`src/hw/rtl/delta_varint_triple_decoder_unit_defines.svh`:
```
// assertion macros shared by the decoder rtl
`ifndef DELTA_VARINT_TRIPLE_DECODER_UNIT_DEFINES_SVH
`define DELTA_VARINT_TRIPLE_DECODER_UNIT_DEFINES_SVH

`ifndef SYNTHESIS
// plain property checked every cycle out of reset
`define DVTD_ASSERT(lbl, clk, rst_n, expr) \
    lbl: assert property (@(posedge clk) disable iff (!rst_n) (expr)) \
        else $error("dvtd check failed");
// antecedent this cycle, consequent next cycle
`define DVTD_ASSERT_NEXT(lbl, clk, rst_n, ante, cons) \
    lbl: assert property (@(posedge clk) disable iff (!rst_n) (ante) |=> (cons)) \
        else $error("dvtd check failed");
`else
`define DVTD_ASSERT(lbl, clk, rst_n, expr)
`define DVTD_ASSERT_NEXT(lbl, clk, rst_n, ante, cons)
`endif

`endif

```
`src/hw/rtl/dvtd_pkg.sv`:
```
`timescale 1ns / 1ps

package dvtd_pkg;

    localparam int NUM_COLS         = 3;
    localparam int TERM_W           = 64;
    localparam int VARINT_MAX_BYTES = 10;
    localparam int CMD_DEPTH        = 2;
    localparam int CMD_AW           = $clog2(CMD_DEPTH);
    localparam int CMD_CW           = $clog2(CMD_DEPTH + 1);
    localparam int RES_DEPTH        = 2;
    localparam int RES_AW           = $clog2(RES_DEPTH);
    localparam int RES_CW           = $clog2(RES_DEPTH + 1);

    localparam logic [1:0] SLOT_NONE = 2'd3;

    typedef enum logic [1:0] {
        PH_COUNT   = 2'd0,
        PH_TRIPLES = 2'd1,
        PH_DISCARD = 2'd2
    } t_phase;

    typedef enum logic [1:0] {
        ST_OK    = 2'd0,
        ST_TRUNC = 2'd1,
        ST_LONG  = 2'd2,
        ST_TRAIL = 2'd3
    } t_status;

    typedef logic [NUM_COLS-1:0][1:0]        t_slot_map;
    typedef logic [NUM_COLS-1:0][TERM_W-1:0] t_terms;

    // work item from the front to the back
    typedef struct packed {
        logic              is_add;
        logic [1:0]        col;
        logic [TERM_W-1:0] value;
        logic              emit;
        logic              valid;
        t_status           status;
        logic              done;
    } t_cmd;

    typedef struct packed {
        t_terms  terms;
        logic    valid;
        t_status status;
        logic    done;
    } t_res;

endpackage

```
`src/hw/rtl/dvtd_front.sv`:
```
`timescale 1ns / 1ps

`include "delta_varint_triple_decoder_unit_defines.svh"

module dvtd_front (
    input  logic                 i_clk,
    input  logic                 i_rst_n,
    input  logic                 i_accept,
    input  logic [7:0]           i_byte,
    input  logic                 i_end,
    output logic                 o_cmd_push,
    output dvtd_pkg::t_cmd       o_cmd
);

    dvtd_pkg::t_phase                  r_phase, n_phase;
    logic [dvtd_pkg::TERM_W-1:0]       r_acc, n_acc;
    logic [3:0]                        r_vbytes, n_vbytes;
    logic [1:0]                        r_col, n_col;
    logic [dvtd_pkg::TERM_W-1:0]       r_left, n_left;
    dvtd_pkg::t_status                 r_err, n_err;

    logic [5:0]                        w_shamt;
    logic [dvtd_pkg::TERM_W-1:0]       w_acc;
    logic [3:0]                        w_vb_inc;
    logic [dvtd_pkg::TERM_W-1:0]       w_left_dec;

    // 7 * byte count, at most 63 while a varint is open
    assign w_shamt    = ({2'b0, r_vbytes} << 3) - {2'b0, r_vbytes};
    assign w_acc      = r_acc | ({{(dvtd_pkg::TERM_W-7){1'b0}}, i_byte[6:0]} << w_shamt);
    assign w_vb_inc   = r_vbytes + 4'd1;
    assign w_left_dec = r_left - {{(dvtd_pkg::TERM_W-1){1'b0}}, 1'b1};

    always_ff @(posedge i_clk) begin
        if (!i_rst_n) begin
            r_phase  <= dvtd_pkg::PH_COUNT;
            r_acc    <= '0;
            r_vbytes <= '0;
            r_col    <= '0;
            r_left   <= '0;
            r_err    <= dvtd_pkg::ST_OK;
        end else begin
            r_phase  <= n_phase;
            r_acc    <= n_acc;
            r_vbytes <= n_vbytes;
            r_col    <= n_col;
            r_left   <= n_left;
            r_err    <= n_err;
        end
    end

    always_comb begin
        logic do_clear;
        n_phase    = r_phase;
        n_acc      = r_acc;
        n_vbytes   = r_vbytes;
        n_col      = r_col;
        n_left     = r_left;
        n_err      = r_err;
        o_cmd_push = 1'b0;
        o_cmd      = '0;
        do_clear   = 1'b0;

        if (i_accept) begin
            case (r_phase)
                dvtd_pkg::PH_COUNT, dvtd_pkg::PH_TRIPLES: begin
                    if (r_phase == dvtd_pkg::PH_TRIPLES && r_left == '0 && r_vbytes == '0) begin
                        // byte after the last expected triple
                        o_cmd_push   = 1'b1;
                        o_cmd.emit   = 1'b1;
                        o_cmd.status = dvtd_pkg::ST_TRAIL;
                        o_cmd.done   = i_end;
                        do_clear     = i_end;
                        n_phase      = dvtd_pkg::PH_DISCARD;
                        n_err        = dvtd_pkg::ST_TRAIL;
                    end else if (i_byte[7]) begin
                        n_acc    = w_acc;
                        n_vbytes = w_vb_inc;
                        if (w_vb_inc >= 4'(dvtd_pkg::VARINT_MAX_BYTES)) begin
                            o_cmd_push   = 1'b1;
                            o_cmd.emit   = 1'b1;
                            o_cmd.status = dvtd_pkg::ST_LONG;
                            o_cmd.done   = i_end;
                            do_clear     = i_end;
                            n_phase      = dvtd_pkg::PH_DISCARD;
                            n_err        = dvtd_pkg::ST_LONG;
                        end else if (i_end) begin
                            o_cmd_push   = 1'b1;
                            o_cmd.emit   = 1'b1;
                            o_cmd.status = dvtd_pkg::ST_TRUNC;
                            o_cmd.done   = 1'b1;
                            do_clear     = 1'b1;
                        end
                    end else begin
                        n_acc    = '0;
                        n_vbytes = '0;
                        if (r_phase == dvtd_pkg::PH_COUNT) begin
                            n_left  = w_acc;
                            n_phase = dvtd_pkg::PH_TRIPLES;
                            n_col   = '0;
                            if (i_end) begin
                                o_cmd_push   = 1'b1;
                                o_cmd.emit   = 1'b1;
                                o_cmd.status = (w_acc != '0) ? dvtd_pkg::ST_TRUNC
                                                             : dvtd_pkg::ST_OK;
                                o_cmd.done   = 1'b1;
                                do_clear     = 1'b1;
                            end
                        end else begin
                            // delta for the current column
                            o_cmd_push   = 1'b1;
                            o_cmd.is_add = 1'b1;
                            o_cmd.col    = r_col;
                            o_cmd.value  = w_acc;
                            if (r_col != 2'(dvtd_pkg::NUM_COLS - 1)) begin
                                n_col = r_col + 2'd1;
                                if (i_end) begin
                                    o_cmd.emit   = 1'b1;
                                    o_cmd.status = dvtd_pkg::ST_TRUNC;
                                    o_cmd.done   = 1'b1;
                                    do_clear     = 1'b1;
                                end
                            end else begin
                                n_col        = '0;
                                n_left       = w_left_dec;
                                o_cmd.emit   = 1'b1;
                                o_cmd.valid  = 1'b1;
                                o_cmd.status = (i_end && w_left_dec != '0) ? dvtd_pkg::ST_TRUNC
                                                                           : dvtd_pkg::ST_OK;
                                o_cmd.done   = i_end;
                                do_clear     = i_end;
                            end
                        end
                    end
                end
                default: begin
                    // discarding until the end marker
                    if (i_end) begin
                        o_cmd_push   = 1'b1;
                        o_cmd.emit   = 1'b1;
                        o_cmd.status = r_err;
                        o_cmd.done   = 1'b1;
                        do_clear     = 1'b1;
                    end
                end
            endcase
        end

        if (do_clear) begin
            n_phase  = dvtd_pkg::PH_COUNT;
            n_acc    = '0;
            n_vbytes = '0;
            n_col    = '0;
            n_left   = '0;
            n_err    = dvtd_pkg::ST_OK;
        end
    end

    // the byte count stops at the limit once an over-long varint sends the front to discard
    `DVTD_ASSERT(a_vbytes_range, i_clk, i_rst_n, r_vbytes <= 4'(dvtd_pkg::VARINT_MAX_BYTES))
    `DVTD_ASSERT(a_discard_quiet, i_clk, i_rst_n, !(r_phase == dvtd_pkg::PH_DISCARD && o_cmd_push) || i_end)

endmodule

```
`src/hw/rtl/dvtd_cmd_queue.sv`:
```
`timescale 1ns / 1ps

`include "delta_varint_triple_decoder_unit_defines.svh"

module dvtd_cmd_queue (
    input  logic            i_clk,
    input  logic            i_rst_n,
    input  logic            i_push,
    input  dvtd_pkg::t_cmd  i_data,
    output logic            o_full,
    input  logic            i_pop,
    output logic            o_empty,
    output dvtd_pkg::t_cmd  o_data
);

    dvtd_pkg::t_cmd                   r_mem [dvtd_pkg::CMD_DEPTH];
    logic [dvtd_pkg::CMD_AW-1:0]      r_wptr, n_wptr;
    logic [dvtd_pkg::CMD_AW-1:0]      r_rptr, n_rptr;
    logic [dvtd_pkg::CMD_CW-1:0]      r_count, n_count;
    logic                             w_wr, w_rd;

    assign o_full  = (r_count == dvtd_pkg::CMD_CW'(dvtd_pkg::CMD_DEPTH));
    assign o_empty = (r_count == '0);
    assign w_wr    = i_push && !o_full;
    assign w_rd    = i_pop && !o_empty;
    assign o_data  = r_mem[r_rptr];

    always_comb begin
        n_wptr  = r_wptr;
        n_rptr  = r_rptr;
        n_count = r_count;
        if (w_wr) begin
            n_wptr = (r_wptr == dvtd_pkg::CMD_AW'(dvtd_pkg::CMD_DEPTH - 1)) ? '0 : r_wptr + 1'b1;
        end
        if (w_rd) begin
            n_rptr = (r_rptr == dvtd_pkg::CMD_AW'(dvtd_pkg::CMD_DEPTH - 1)) ? '0 : r_rptr + 1'b1;
        end
        if (w_wr && !w_rd) begin
            n_count = r_count + 1'b1;
        end else if (w_rd && !w_wr) begin
            n_count = r_count - 1'b1;
        end
    end

    always_ff @(posedge i_clk) begin
        if (!i_rst_n) begin
            r_wptr  <= '0;
            r_rptr  <= '0;
            r_count <= '0;
        end else begin
            r_wptr  <= n_wptr;
            r_rptr  <= n_rptr;
            r_count <= n_count;
        end
    end

    always_ff @(posedge i_clk) begin
        if (w_wr) begin
            r_mem[r_wptr] <= i_data;
        end
    end

    `DVTD_ASSERT(a_cmd_no_overflow, i_clk, i_rst_n, !(i_push && o_full))

endmodule

```
`src/hw/rtl/dvtd_res_queue.sv`:
```
`timescale 1ns / 1ps

module dvtd_res_queue (
    input  logic            i_clk,
    input  logic            i_rst_n,
    input  logic            i_push,
    input  dvtd_pkg::t_res  i_data,
    output logic            o_full,
    input  logic            i_pop,
    output logic            o_empty,
    output dvtd_pkg::t_res  o_data
);

    dvtd_pkg::t_res                   r_mem [dvtd_pkg::RES_DEPTH];
    logic [dvtd_pkg::RES_AW-1:0]      r_wptr, n_wptr;
    logic [dvtd_pkg::RES_AW-1:0]      r_rptr, n_rptr;
    logic [dvtd_pkg::RES_CW-1:0]      r_count, n_count;
    logic                             w_wr, w_rd;

    assign o_full  = (r_count == dvtd_pkg::RES_CW'(dvtd_pkg::RES_DEPTH));
    assign o_empty = (r_count == '0);
    assign w_wr    = i_push && !o_full;
    assign w_rd    = i_pop && !o_empty;
    assign o_data  = r_mem[r_rptr];

    always_comb begin
        n_wptr  = r_wptr;
        n_rptr  = r_rptr;
        n_count = r_count;
        if (w_wr) begin
            n_wptr = (r_wptr == dvtd_pkg::RES_AW'(dvtd_pkg::RES_DEPTH - 1)) ? '0 : r_wptr + 1'b1;
        end
        if (w_rd) begin
            n_rptr = (r_rptr == dvtd_pkg::RES_AW'(dvtd_pkg::RES_DEPTH - 1)) ? '0 : r_rptr + 1'b1;
        end
        if (w_wr && !w_rd) begin
            n_count = r_count + 1'b1;
        end else if (w_rd && !w_wr) begin
            n_count = r_count - 1'b1;
        end
    end

    always_ff @(posedge i_clk) begin
        if (!i_rst_n) begin
            r_wptr  <= '0;
            r_rptr  <= '0;
            r_count <= '0;
        end else begin
            r_wptr  <= n_wptr;
            r_rptr  <= n_rptr;
            r_count <= n_count;
        end
    end

    always_ff @(posedge i_clk) begin
        if (w_wr) begin
            r_mem[r_wptr] <= i_data;
        end
    end

endmodule

```
`src/hw/rtl/dvtd_back.sv`:
```
`timescale 1ns / 1ps

`include "delta_varint_triple_decoder_unit_defines.svh"

module dvtd_back (
    input  logic                 i_clk,
    input  logic                 i_rst_n,
    input  dvtd_pkg::t_slot_map  i_slot_map,
    input  logic                 i_cmd_empty,
    input  dvtd_pkg::t_cmd       i_cmd,
    output logic                 o_cmd_pop,
    input  logic                 i_res_full,
    output logic                 o_res_push,
    output dvtd_pkg::t_res       o_res
);

    dvtd_pkg::t_terms               r_run, n_run;
    dvtd_pkg::t_terms               r_slotv, n_slotv;
    dvtd_pkg::t_terms               w_run_upd, w_slot_upd;
    logic [dvtd_pkg::TERM_W-1:0]    w_sum;
    logic [1:0]                     w_slot;

    assign o_cmd_pop  = !i_cmd_empty && !i_res_full;
    assign o_res_push = o_cmd_pop && i_cmd.emit;
    assign w_sum      = r_run[i_cmd.col] + i_cmd.value;
    assign w_slot     = i_slot_map[i_cmd.col];

    always_comb begin
        w_run_upd  = r_run;
        w_slot_upd = r_slotv;
        if (i_cmd.is_add) begin
            w_run_upd[i_cmd.col] = w_sum;
            // slot code three drops the column
            if (w_slot != dvtd_pkg::SLOT_NONE) begin
                w_slot_upd[w_slot] = w_sum;
            end
        end
        n_run   = r_run;
        n_slotv = r_slotv;
        if (o_cmd_pop) begin
            n_run   = i_cmd.done ? '0 : w_run_upd;
            n_slotv = i_cmd.done ? '0 : w_slot_upd;
        end
        o_res.terms  = i_cmd.valid ? w_slot_upd : '0;
        o_res.valid  = i_cmd.valid;
        o_res.status = i_cmd.status;
        o_res.done   = i_cmd.done;
    end

    always_ff @(posedge i_clk) begin
        if (!i_rst_n) begin
            r_run   <= '0;
            r_slotv <= '0;
        end else begin
            r_run   <= n_run;
            r_slotv <= n_slotv;
        end
    end

    `DVTD_ASSERT(a_valid_from_add, i_clk, i_rst_n, !(o_res_push && o_res.valid) || i_cmd.is_add)
    `DVTD_ASSERT_NEXT(a_done_clears, i_clk, i_rst_n, o_cmd_pop && i_cmd.done, r_run == '0 && r_slotv == '0)

endmodule

```
`src/hw/rtl/delta_varint_triple_decoder_unit.sv`:
```
`timescale 1ns / 1ps

// channel   direction  handshake                 payload
// input     in         push / full               i_in_byte, i_end_of_data
// result    out        empty / pop               o_term_*, o_triple_valid, o_status,
//                                                o_stream_done
// config    in         i_cfg_valid / o_cfg_ready i_cfg_index, i_cfg_data
//
// one byte per cycle sustained while full stays low; a byte that closes a triple or raises an error shows on the
// result ports after it passes through the command queue, then the result queue
// throughput is set by the front varint shift-or and the back 64-bit column add
// synchronous active-low reset: returns to the count header, zeroes running values
// and slot values, restores the slot map to columns 0,1,2 -> slots 0,1,2
// both queues hold two entries; once both fill, a stall on the result side holds off the input through full

module delta_varint_triple_decoder_unit (
    input  logic                          i_clk,
    input  logic                          i_rst_n,
    // byte input
    input  logic                          push,
    output logic                          full,
    input  logic [7:0]                    i_in_byte,
    input  logic                          i_end_of_data,
    // result output
    output logic                          empty,
    input  logic                          pop,
    output logic [dvtd_pkg::TERM_W-1:0]   o_term_first,
    output logic [dvtd_pkg::TERM_W-1:0]   o_term_second,
    output logic [dvtd_pkg::TERM_W-1:0]   o_term_third,
    output logic                          o_triple_valid,
    output logic [1:0]                    o_status,
    output logic                          o_stream_done,
    // register writes
    input  logic                          i_cfg_valid,
    output logic                          o_cfg_ready,
    input  logic [1:0]                    i_cfg_index,
    input  logic [1:0]                    i_cfg_data
);

    dvtd_pkg::t_slot_map  r_slot_map;
    dvtd_pkg::t_cmd       w_front_cmd;
    dvtd_pkg::t_cmd       w_back_cmd;
    dvtd_pkg::t_res       w_back_res;
    dvtd_pkg::t_res       w_out_res;
    logic                 w_accept;
    logic                 w_cmd_push;
    logic                 w_cmd_pop;
    logic                 w_cmd_empty;
    logic                 w_res_push;
    logic                 w_res_full;

    // slot registers are always writable; the user must change them only while the block is idle (not enforced here)
    assign o_cfg_ready = 1'b1;

    always_ff @(posedge i_clk) begin
        if (!i_rst_n) begin
            r_slot_map[0] <= 2'd0;
            r_slot_map[1] <= 2'd1;
            r_slot_map[2] <= 2'd2;
        end else if (i_cfg_valid && o_cfg_ready
                     && i_cfg_index < 2'(dvtd_pkg::NUM_COLS)) begin
            // writes to unlisted indexes are dropped
            r_slot_map[i_cfg_index] <= i_cfg_data;
        end
    end

    // byte transfer: full only reflects the command queue
    assign w_accept = push && !full;

    // front: varint assembly, header count, triple bookkeeping, error detection
    dvtd_front u_front (
        .i_clk      (i_clk),
        .i_rst_n    (i_rst_n),
        .i_accept   (w_accept),
        .i_byte     (i_in_byte),
        .i_end      (i_end_of_data),
        .o_cmd_push (w_cmd_push),
        .o_cmd      (w_front_cmd)
    );

    // decouples the byte side from the column adder
    dvtd_cmd_queue u_cmd_queue (
        .i_clk   (i_clk),
        .i_rst_n (i_rst_n),
        .i_push  (w_cmd_push),
        .i_data  (w_front_cmd),
        .o_full  (full),
        .i_pop   (w_cmd_pop),
        .o_empty (w_cmd_empty),
        .o_data  (w_back_cmd)
    );

    // back: running sums per column and slot placement
    dvtd_back u_back (
        .i_clk       (i_clk),
        .i_rst_n     (i_rst_n),
        .i_slot_map  (r_slot_map),
        .i_cmd_empty (w_cmd_empty),
        .i_cmd       (w_back_cmd),
        .o_cmd_pop   (w_cmd_pop),
        .i_res_full  (w_res_full),
        .o_res_push  (w_res_push),
        .o_res       (w_back_res)
    );

    // finished results wait here until popped
    dvtd_res_queue u_res_queue (
        .i_clk   (i_clk),
        .i_rst_n (i_rst_n),
        .i_push  (w_res_push),
        .i_data  (w_back_res),
        .o_full  (w_res_full),
        .i_pop   (pop),
        .o_empty (empty),
        .o_data  (w_out_res)
    );

    assign o_term_first   = w_out_res.terms[0];
    assign o_term_second  = w_out_res.terms[1];
    assign o_term_third   = w_out_res.terms[2];
    assign o_triple_valid = w_out_res.valid;
    assign o_status       = w_out_res.status;
    assign o_stream_done  = w_out_res.done;

endmodule
```
`config.mk`:
```
export PLATFORM = sky130hd
export DESIGN_NAME = delta_varint_triple_decoder_unit
export DESIGN_NICKNAME = d
export VERILOG_FILES = /design/src/hw/rtl/dvtd_pkg.sv /design/src/hw/rtl/dvtd_front.sv /design/src/hw/rtl/dvtd_cmd_queue.sv /design/src/hw/rtl/dvtd_res_queue.sv /design/src/hw/rtl/dvtd_back.sv /design/src/hw/rtl/delta_varint_triple_decoder_unit.sv
export VERILOG_INCLUDE_DIRS = /design/src /design/src/hw/rtl
export SDC_FILE = /design/constraint.sdc
export NUM_CORES = 2
export LEC_CHECK = 0
export BUFFER_PORTS_ARGS = -buffer_cell sky130_fd_sc_hd__buf_2
export CAP_MARGIN = 0
export CORE_ASPECT_RATIO = 1.25
export CORE_UTILIZATION = 55
export CTS_CLUSTER_SIZE = 40
export DETAILED_ROUTE_END_ITERATION = 10
export GPL_ROUTABILITY_DRIVEN = 0
export PLACE_DENSITY = 0.72
export SLEW_MARGIN = 20
export SYNTH_ARGS = -nofsm -noshare
export SYNTH_HDL_FRONTEND = slang
export SYNTH_SLANG_ARGS = --single-unit
```
`constraint.sdc`:
```
create_clock -name i_clk -period 21.1 [get_ports i_clk]
set_input_delay 2.11 -clock i_clk [delete_from_list [all_inputs] [get_ports i_clk]]
set_output_delay 2.11 -clock i_clk [all_outputs]
set_load 0.01 [all_outputs]
```
; ---- Yosys cells after proc, flatten, opt, wreduce, memory -nomap -nowiden
; Memory sizes are Yosys's and may differ from the RTL's. A register that Yosys moved wholly into a read port is not among the register bits.
; Cells that the tools add are included.
[totals]
register_bits = 536
mem_bits_rw = 536
inputBits = 18
output_inout_bits = 199
elab_cells = 190
n_memories = 2
[classes]
n_addsub = 13
magnitude_cmp = 8
n_eq_ne = 7
n_shift = 1
n_mux = 87
bitwise_logic = 4
reduce_logical = 47
[mem_list]
columns = name, words, word_bits, rd, rd_ports_with_merged_regs, wr, line
row1 = u_res_queue.r_mem, 2, 196, 1, 1, 1, dvtd_res_queue.sv:14  ; dvtd_pkg::t_res r_mem [dvtd_pkg::RES_DEPTH];
row2 = u_cmd_queue.r_mem, 2, 72, 1, 1, 1, dvtd_cmd_queue.sv:16  ; dvtd_pkg::t_cmd r_mem [dvtd_pkg::CMD_DEPTH];
[ops]
columns = cell, n
row1 = $mux 192, 6
row2 = $bwmux 192, 2
row3 = $mux 64, 6
row4 = $mux 67, 4
row5 = $demux 64 s2, 2
row6 = $bmux 64 s2, 1
row7 = $reduce_bool 64->1, 2
row8 = $mux 72, 1
row9 = $add 64x64->64, 1
row10 = $logic_not 64->1, 1
row11 = $or 64x64->64, 1
row12 = $shl 7x6->64, 1
row13 = $sub 64x1->64 const B, 1
row14 = $mux 1, 38
row15 = $mux 2, 15
row16 = $mux 3, 8
row17 = $logic_and 1x1->1, 18
row18 = $reduce_and 4->1, 3
row19 = $reduce_bool 2->1, 5
row20 = $lt 2x3->1 const B, 3
row21 = $logic_not 1->1, 8
row22 = $add 2x1->2 const B, 3
row23 = $bwmux 6, 1
row24 = $ge 2x1->1 const B, 3
row25 = other kinds (22), 33

; ---- Depth between registers and ports, before layout
[depth]
depth_word = 12
depth_mapped = 21
depth_no_buf = 17

; ---- Modules after synthesis
; Synthesis repeated with hierarchy kept, for this count alone.
[hier_totals]
cells_unflattened = 4990
area_unflattened_um2 = 51269.2
[modules_own_cells]
columns = module, instances, cells_each, area_each_um2, seq_area_each_um2
row1 = dvtd_back, 1, 2722, 21296.7, 7687.4
row2 = dvtd_res_queue, 1, 635, 14954.3, 11871.4
row3 = dvtd_front, 1, 1355, 9288.9, 2762.6
row4 = dvtd_cmd_queue, 1, 249, 5452.7, 4424.2
row5 = delta_varint_triple_decoder_unit, 1, 29, 276.5, 120.1

; ---- Least setup slack after synthesis
; Ideal clock, no wire load.
[synth_path]
kind = register to register
from = reg u_res_queue.r_count[0] (netlist name)
to = reg u_res_queue.r_wptr
setup_ns = 0.119
t_arrival_ns = 15.178
path_slack_ns = 5.803
stages_incl_launch_ff = 6
path_buffers = 1
synth_period_minus_slack_ns = 15.297
path_cell_list = dfxtp_1 -> o22a_1 -> clkbuf_1 -> inv_1 -> nor3_1 -> o21a_1
[synth_via]
elab_chain_cells = 5
[synth_lines]
columns = element, line
row1 = start: declaration, dvtd_res_queue.sv:17  ; logic [dvtd_pkg::RES_CW-1:0] r_count, n_count;
row2 = start signal: assignment, dvtd_res_queue.sv:51  ; r_count <= n_count;
row3 = $eq 2x2->1 (*), dvtd_res_queue.sv:20  ; assign o_full = (r_count == dvtd_pkg::RES_CW'(dvtd_pkg::RES_DEPTH));
row4 = $logic_not 1->1 (*), "dvtd_res_queue.sv:22, dvtd_back.sv:23"
row5 = $logic_and 1x1->1, dvtd_back.sv:23  ; assign o_cmd_pop = !i_cmd_empty && !i_res_full;
row6 = $logic_and 1x1->1, dvtd_back.sv:24  ; assign o_res_push = o_cmd_pop && i_cmd.emit;
row7 = $logic_and 1x1->1 (*), dvtd_res_queue.sv:22  ; assign w_wr = i_push && !o_full;
row8 = end signal: assignment, dvtd_res_queue.sv:49  ; r_wptr <= n_wptr;
row9 = end: declaration, dvtd_res_queue.sv:15  ; logic [dvtd_pkg::RES_AW-1:0] r_wptr, n_wptr;
; Mark *: on every way between the ends. The rest lies on a longest branch, timed or not.
; A chain may end at the register's enable or synchronous reset.

==> flow_summary.toml <==
[outcome]
outcome = "completed"

[cts]
clock_sinks = 1074
cts_buffer_depth = 3
htreeDepth = 3
worstSkewPairLatency_ns = 0.70
clk_pin_slew_worst_paths_ns = 0.06
cts_setup_buffers = 0
cts_inserted_buffers = 102
cts_tree = "yes"
cts_hold_buf = 0
cts_root_buf = "clkbuf_16"
cts_resized = 0

[synth]
ys_types = 87
synth-edff-count = 536
yosysTopAreaCellShare_pct = 31.9
dominantRegCellSynth = "dfxtp_1"
async_flop_share_pct = 0
synth-seq-area-share_pct = 53.2
synth_top_area_cell = "edfxtp_1"
synth_area_um2 = 50500
syn_nets = 5099
yosys_warnings = 0
syn_inst = 5009
yosys_register_bits = 1074
synth.area.top_cells = "edfxtp_1 (32%), dfxtp_1 (21%), mux2_2 (6.0%)"
avgSynthCellArea_um2 = 10.1

[hold_path]
worstHoldPathType = "reg -> reg"

[global_routing]
grt.overflow.total = 0
grt.total_usage_pct = 29.4
antenna_found_initial = 7
grt_pass1_vias = 36800
grt_max_degree = 148
grt_pass1_wl_mm = 214

[job]
max_cap_violations = 0

[sta]
timing.final.ws_setup_ns = 14.46
fin_setup_tns_ns = 0
rsz0062_at_grt = "false"
drv_slew = 0
relSlewSlack_pct = 18.9
fin_crit_ns = 6.64
worstMarginPinSlew_ns = 1.21
setup_viol = 0
hold_viol_final = 0
period_share_pct = 31.5
worst_clock_skew_ns = 0.0595
fmax_mhz = 151

[layout]
fin_nets = 5122
syn2layout_area_growth_pct = 10.7
seq_area_um2 = 26900
multiInputGateArea_um2 = 22300
fillCellCount = 7350
drive_above_1_share_pct = 15.4
stdcell_area_um2 = 55900

[floorplanning]
core_um2 = 90500
rows = 123
initial_utilization_pct = 55.8
die_h_um = 341
die_x_um = 273
io_pins = 217
die_area_um2 = 93000

[critical_path]
cp_top_family = "compound AO/OA/AOI/OAI gates"
slowest_stage = "a211oi_1"
path_max_fanout = 69
critPathCaptureType = "flip-flop"
crit_chain = "mux2i_4 > buf_4 > and2_2 > buf_4 > nand2_1 > o21ai_0 > ha_1 > inv_1 > fa_1 > nor2b_1 > o31a_1 > a21oi_1 > a211oi_1 > o21ai_0 > a31oi_1 > a211oi_1 > xnor2_1 > nand2_1 > a21oi_1"
startpoint_type = "flip-flop"
required_ns = 21.60
critical_path.max_stage_delay_ns = 0.95
crit_buf_inv = 3
crit_type = "reg -> reg"
worstPathArrival_ns = 7.14

[placed_design]
port_buffers = 215
dp_hpwl_mm = 90.2
place_area_um2 = 52300
dp_slack_ns = 14.62

[drt]
routed_wl_mm = 142
antenna_left = 0
via_per_inst = 6.26
drtIter0Drc = 4452
via_count = 39500
drc = 0
firstDrtPassIters = 6
avgRoutedWirePerCell_um = 22.5

[pwr]
power.leakage_nw = 19.3
ir_drop_mv = 0.108
powerDensity_nw_per_um2 = 119
[Yosys cell counts (all sizes together), types with 29 or more instances]
master / number
nor2: 356
inv: 41
nand4: 48
xor2: 39
nor4: 35
ha: 71
clkbuf: 307
dfxtp: 538
o311ai: 29
a21o: 35
or3: 35
a22oi: 305
buf: 53
nand2: 571
a21oi: 351
mux2: 269
xnor2: 56
nor3: 126
mux2i: 93
o21ai: 291
and2: 49
edfxtp: 536
nand3: 172
a31oi: 32
nor2b: 299
[power by group]
group | switching [mW] | leakage, nW | internal (mW) | total (mW)
Sequential | 0.0783 | 9.35 | 2.45 | 2.53
Clock | 0.824 | 1.69 | 1.07 | 1.89
Combinational | 1.52 | 8.26 | 0.690 | 2.21
Total | 2.42 | 19.3 | 4.21 | 6.63
[per-layer routing]
metal | global-route usage [%] | wire length [um] | share of wire, % | up-vias
met1 | 39.5 | 59100 | 42 | 19200
met5 | 0 | 46 | 0.032 | -
met4 | 13.6 | 6210 | 4.4 | 8
met3 | 3.96 | 10800 | 7.6 | 341
met2 | 47.3 | 65600 | 46 | 1739
li1 | - | - | - | 18300
[layout by cell type (no fill, tap or decap), drive strengths merged, types with 13 or more instances in the layout]
master and n:
a21boi 23, o21a 24, a22oi 305, o22ai 18, and3 15, nor2 356, or3 35, nor4 35
xor2 39, clkbuf 132, xnor2 56, a31oi 32, nor2b 299, inv 48, nand2b 17, and2 49
a21o 35, nor3 126, buf 279, mux2i 93, a21oi 351, dfxtp 538, nand3 172, ha 71
mux2 269, edfxtp 536, clkinv 38, nand4 48, o311ai 29, nand2 571, a211oi 13, or4 26
o21ai 291, a221oi 19
[flip-flops by register name, summed over array words and instances, names as in the netlist, named ones only]
register,count
u_res_queue.r_mem,392
u_cmd_queue.r_wptr,1
u_cmd_queue.r_rptr,1
u_cmd_queue.r_mem,144
u_front.r_left,64
r_slot_map,6
u_res_queue.r_rptr,1
u_front.r_vbytes,4
u_front.r_phase,2
u_back.r_slotv,192
u_res_queue.r_wptr,1
u_res_queue.r_count,2
u_back.r_run,192
u_cmd_queue.r_count,2
u_front.r_err,2
u_front.r_acc,64
u_front.r_col,2
[path summary, 6_finish.rpt]
check                     from                         to  slack, ns  cells past startpoint
max                  flip-flop  u_res_queue.r_mem[0][192]      14.46                     19
min          u_front.r_acc[34]          u_front.r_acc[34]       0.45                      2
max reg2reg          flip-flop  u_res_queue.r_mem[0][192]      14.46                     19
min reg2reg  u_front.r_acc[34]          u_front.r_acc[34]       0.45                      2
[worst reg2reg max path: cells and delay by family, from the launching register on]
kind / cells / cell delay [ns]
mux: 1 / 0.25
xor+xnor: 1 / 0.68
compound gates: 8 / 2.37
flops: 1 / 0.45
simple gates: 4 / 0.70
fa+ha+maj: 2 / 0.64
buf+inv: 3 / 1.35
[area by class of cell]
type | instances | area share, %
clock buffers | 132 | 5.07
well taps | 1187 | 2.66
clock inverters | 62 | 1.17
flip-flops and latches | 1074 | 48.1
repair buffers | 279 | 2.80
inverters | 42 | 0.282
multi-input cells | 3533 | 39.9
diodes | 2 | 0.00896
[cell families (layout without fill, tap and decap cells)]
family / count (synthesis) / after routing / synth area share (%)
buffers and inverters: 402 / 515 / 3.08
other: 1 / 3 / 0.00743
xor gates and xnor gates: 95 / 95 / 1.66
AOI/OAI and AO/OA: 1208 / 1208 / 15.0
DFF: 1074 / 1074 / 53.2
muxes: 365 / 365 / 7.98
and+or+nand+nor: 1792 / 1792 / 17.2
adders and majority gates: 72 / 72 / 1.80
[through the flow]
| stage | cells | utilization (%) | hold WS (ns) | total power, mW |
|---|---|---|---|---|
| 3_5_place_dp | 6115 | 57.8 | 0.445 | 4.73 |
| 5_1_grt | 6310 | 61.7 | 0.478 | 6.87 |
| 6_report | 6311 | 61.7 | 0.453 | 6.63 |
| 3_3_place_gp | 6115 | 57.8 | 0.437 | 4.71 |
| 2_1_floorplan | 5009 | - | 0.431 | 4.02 |
| 4_1_cts | 6309 | 61.7 | 0.453 | 6.61 |
(Power assumes the default switching activity.)
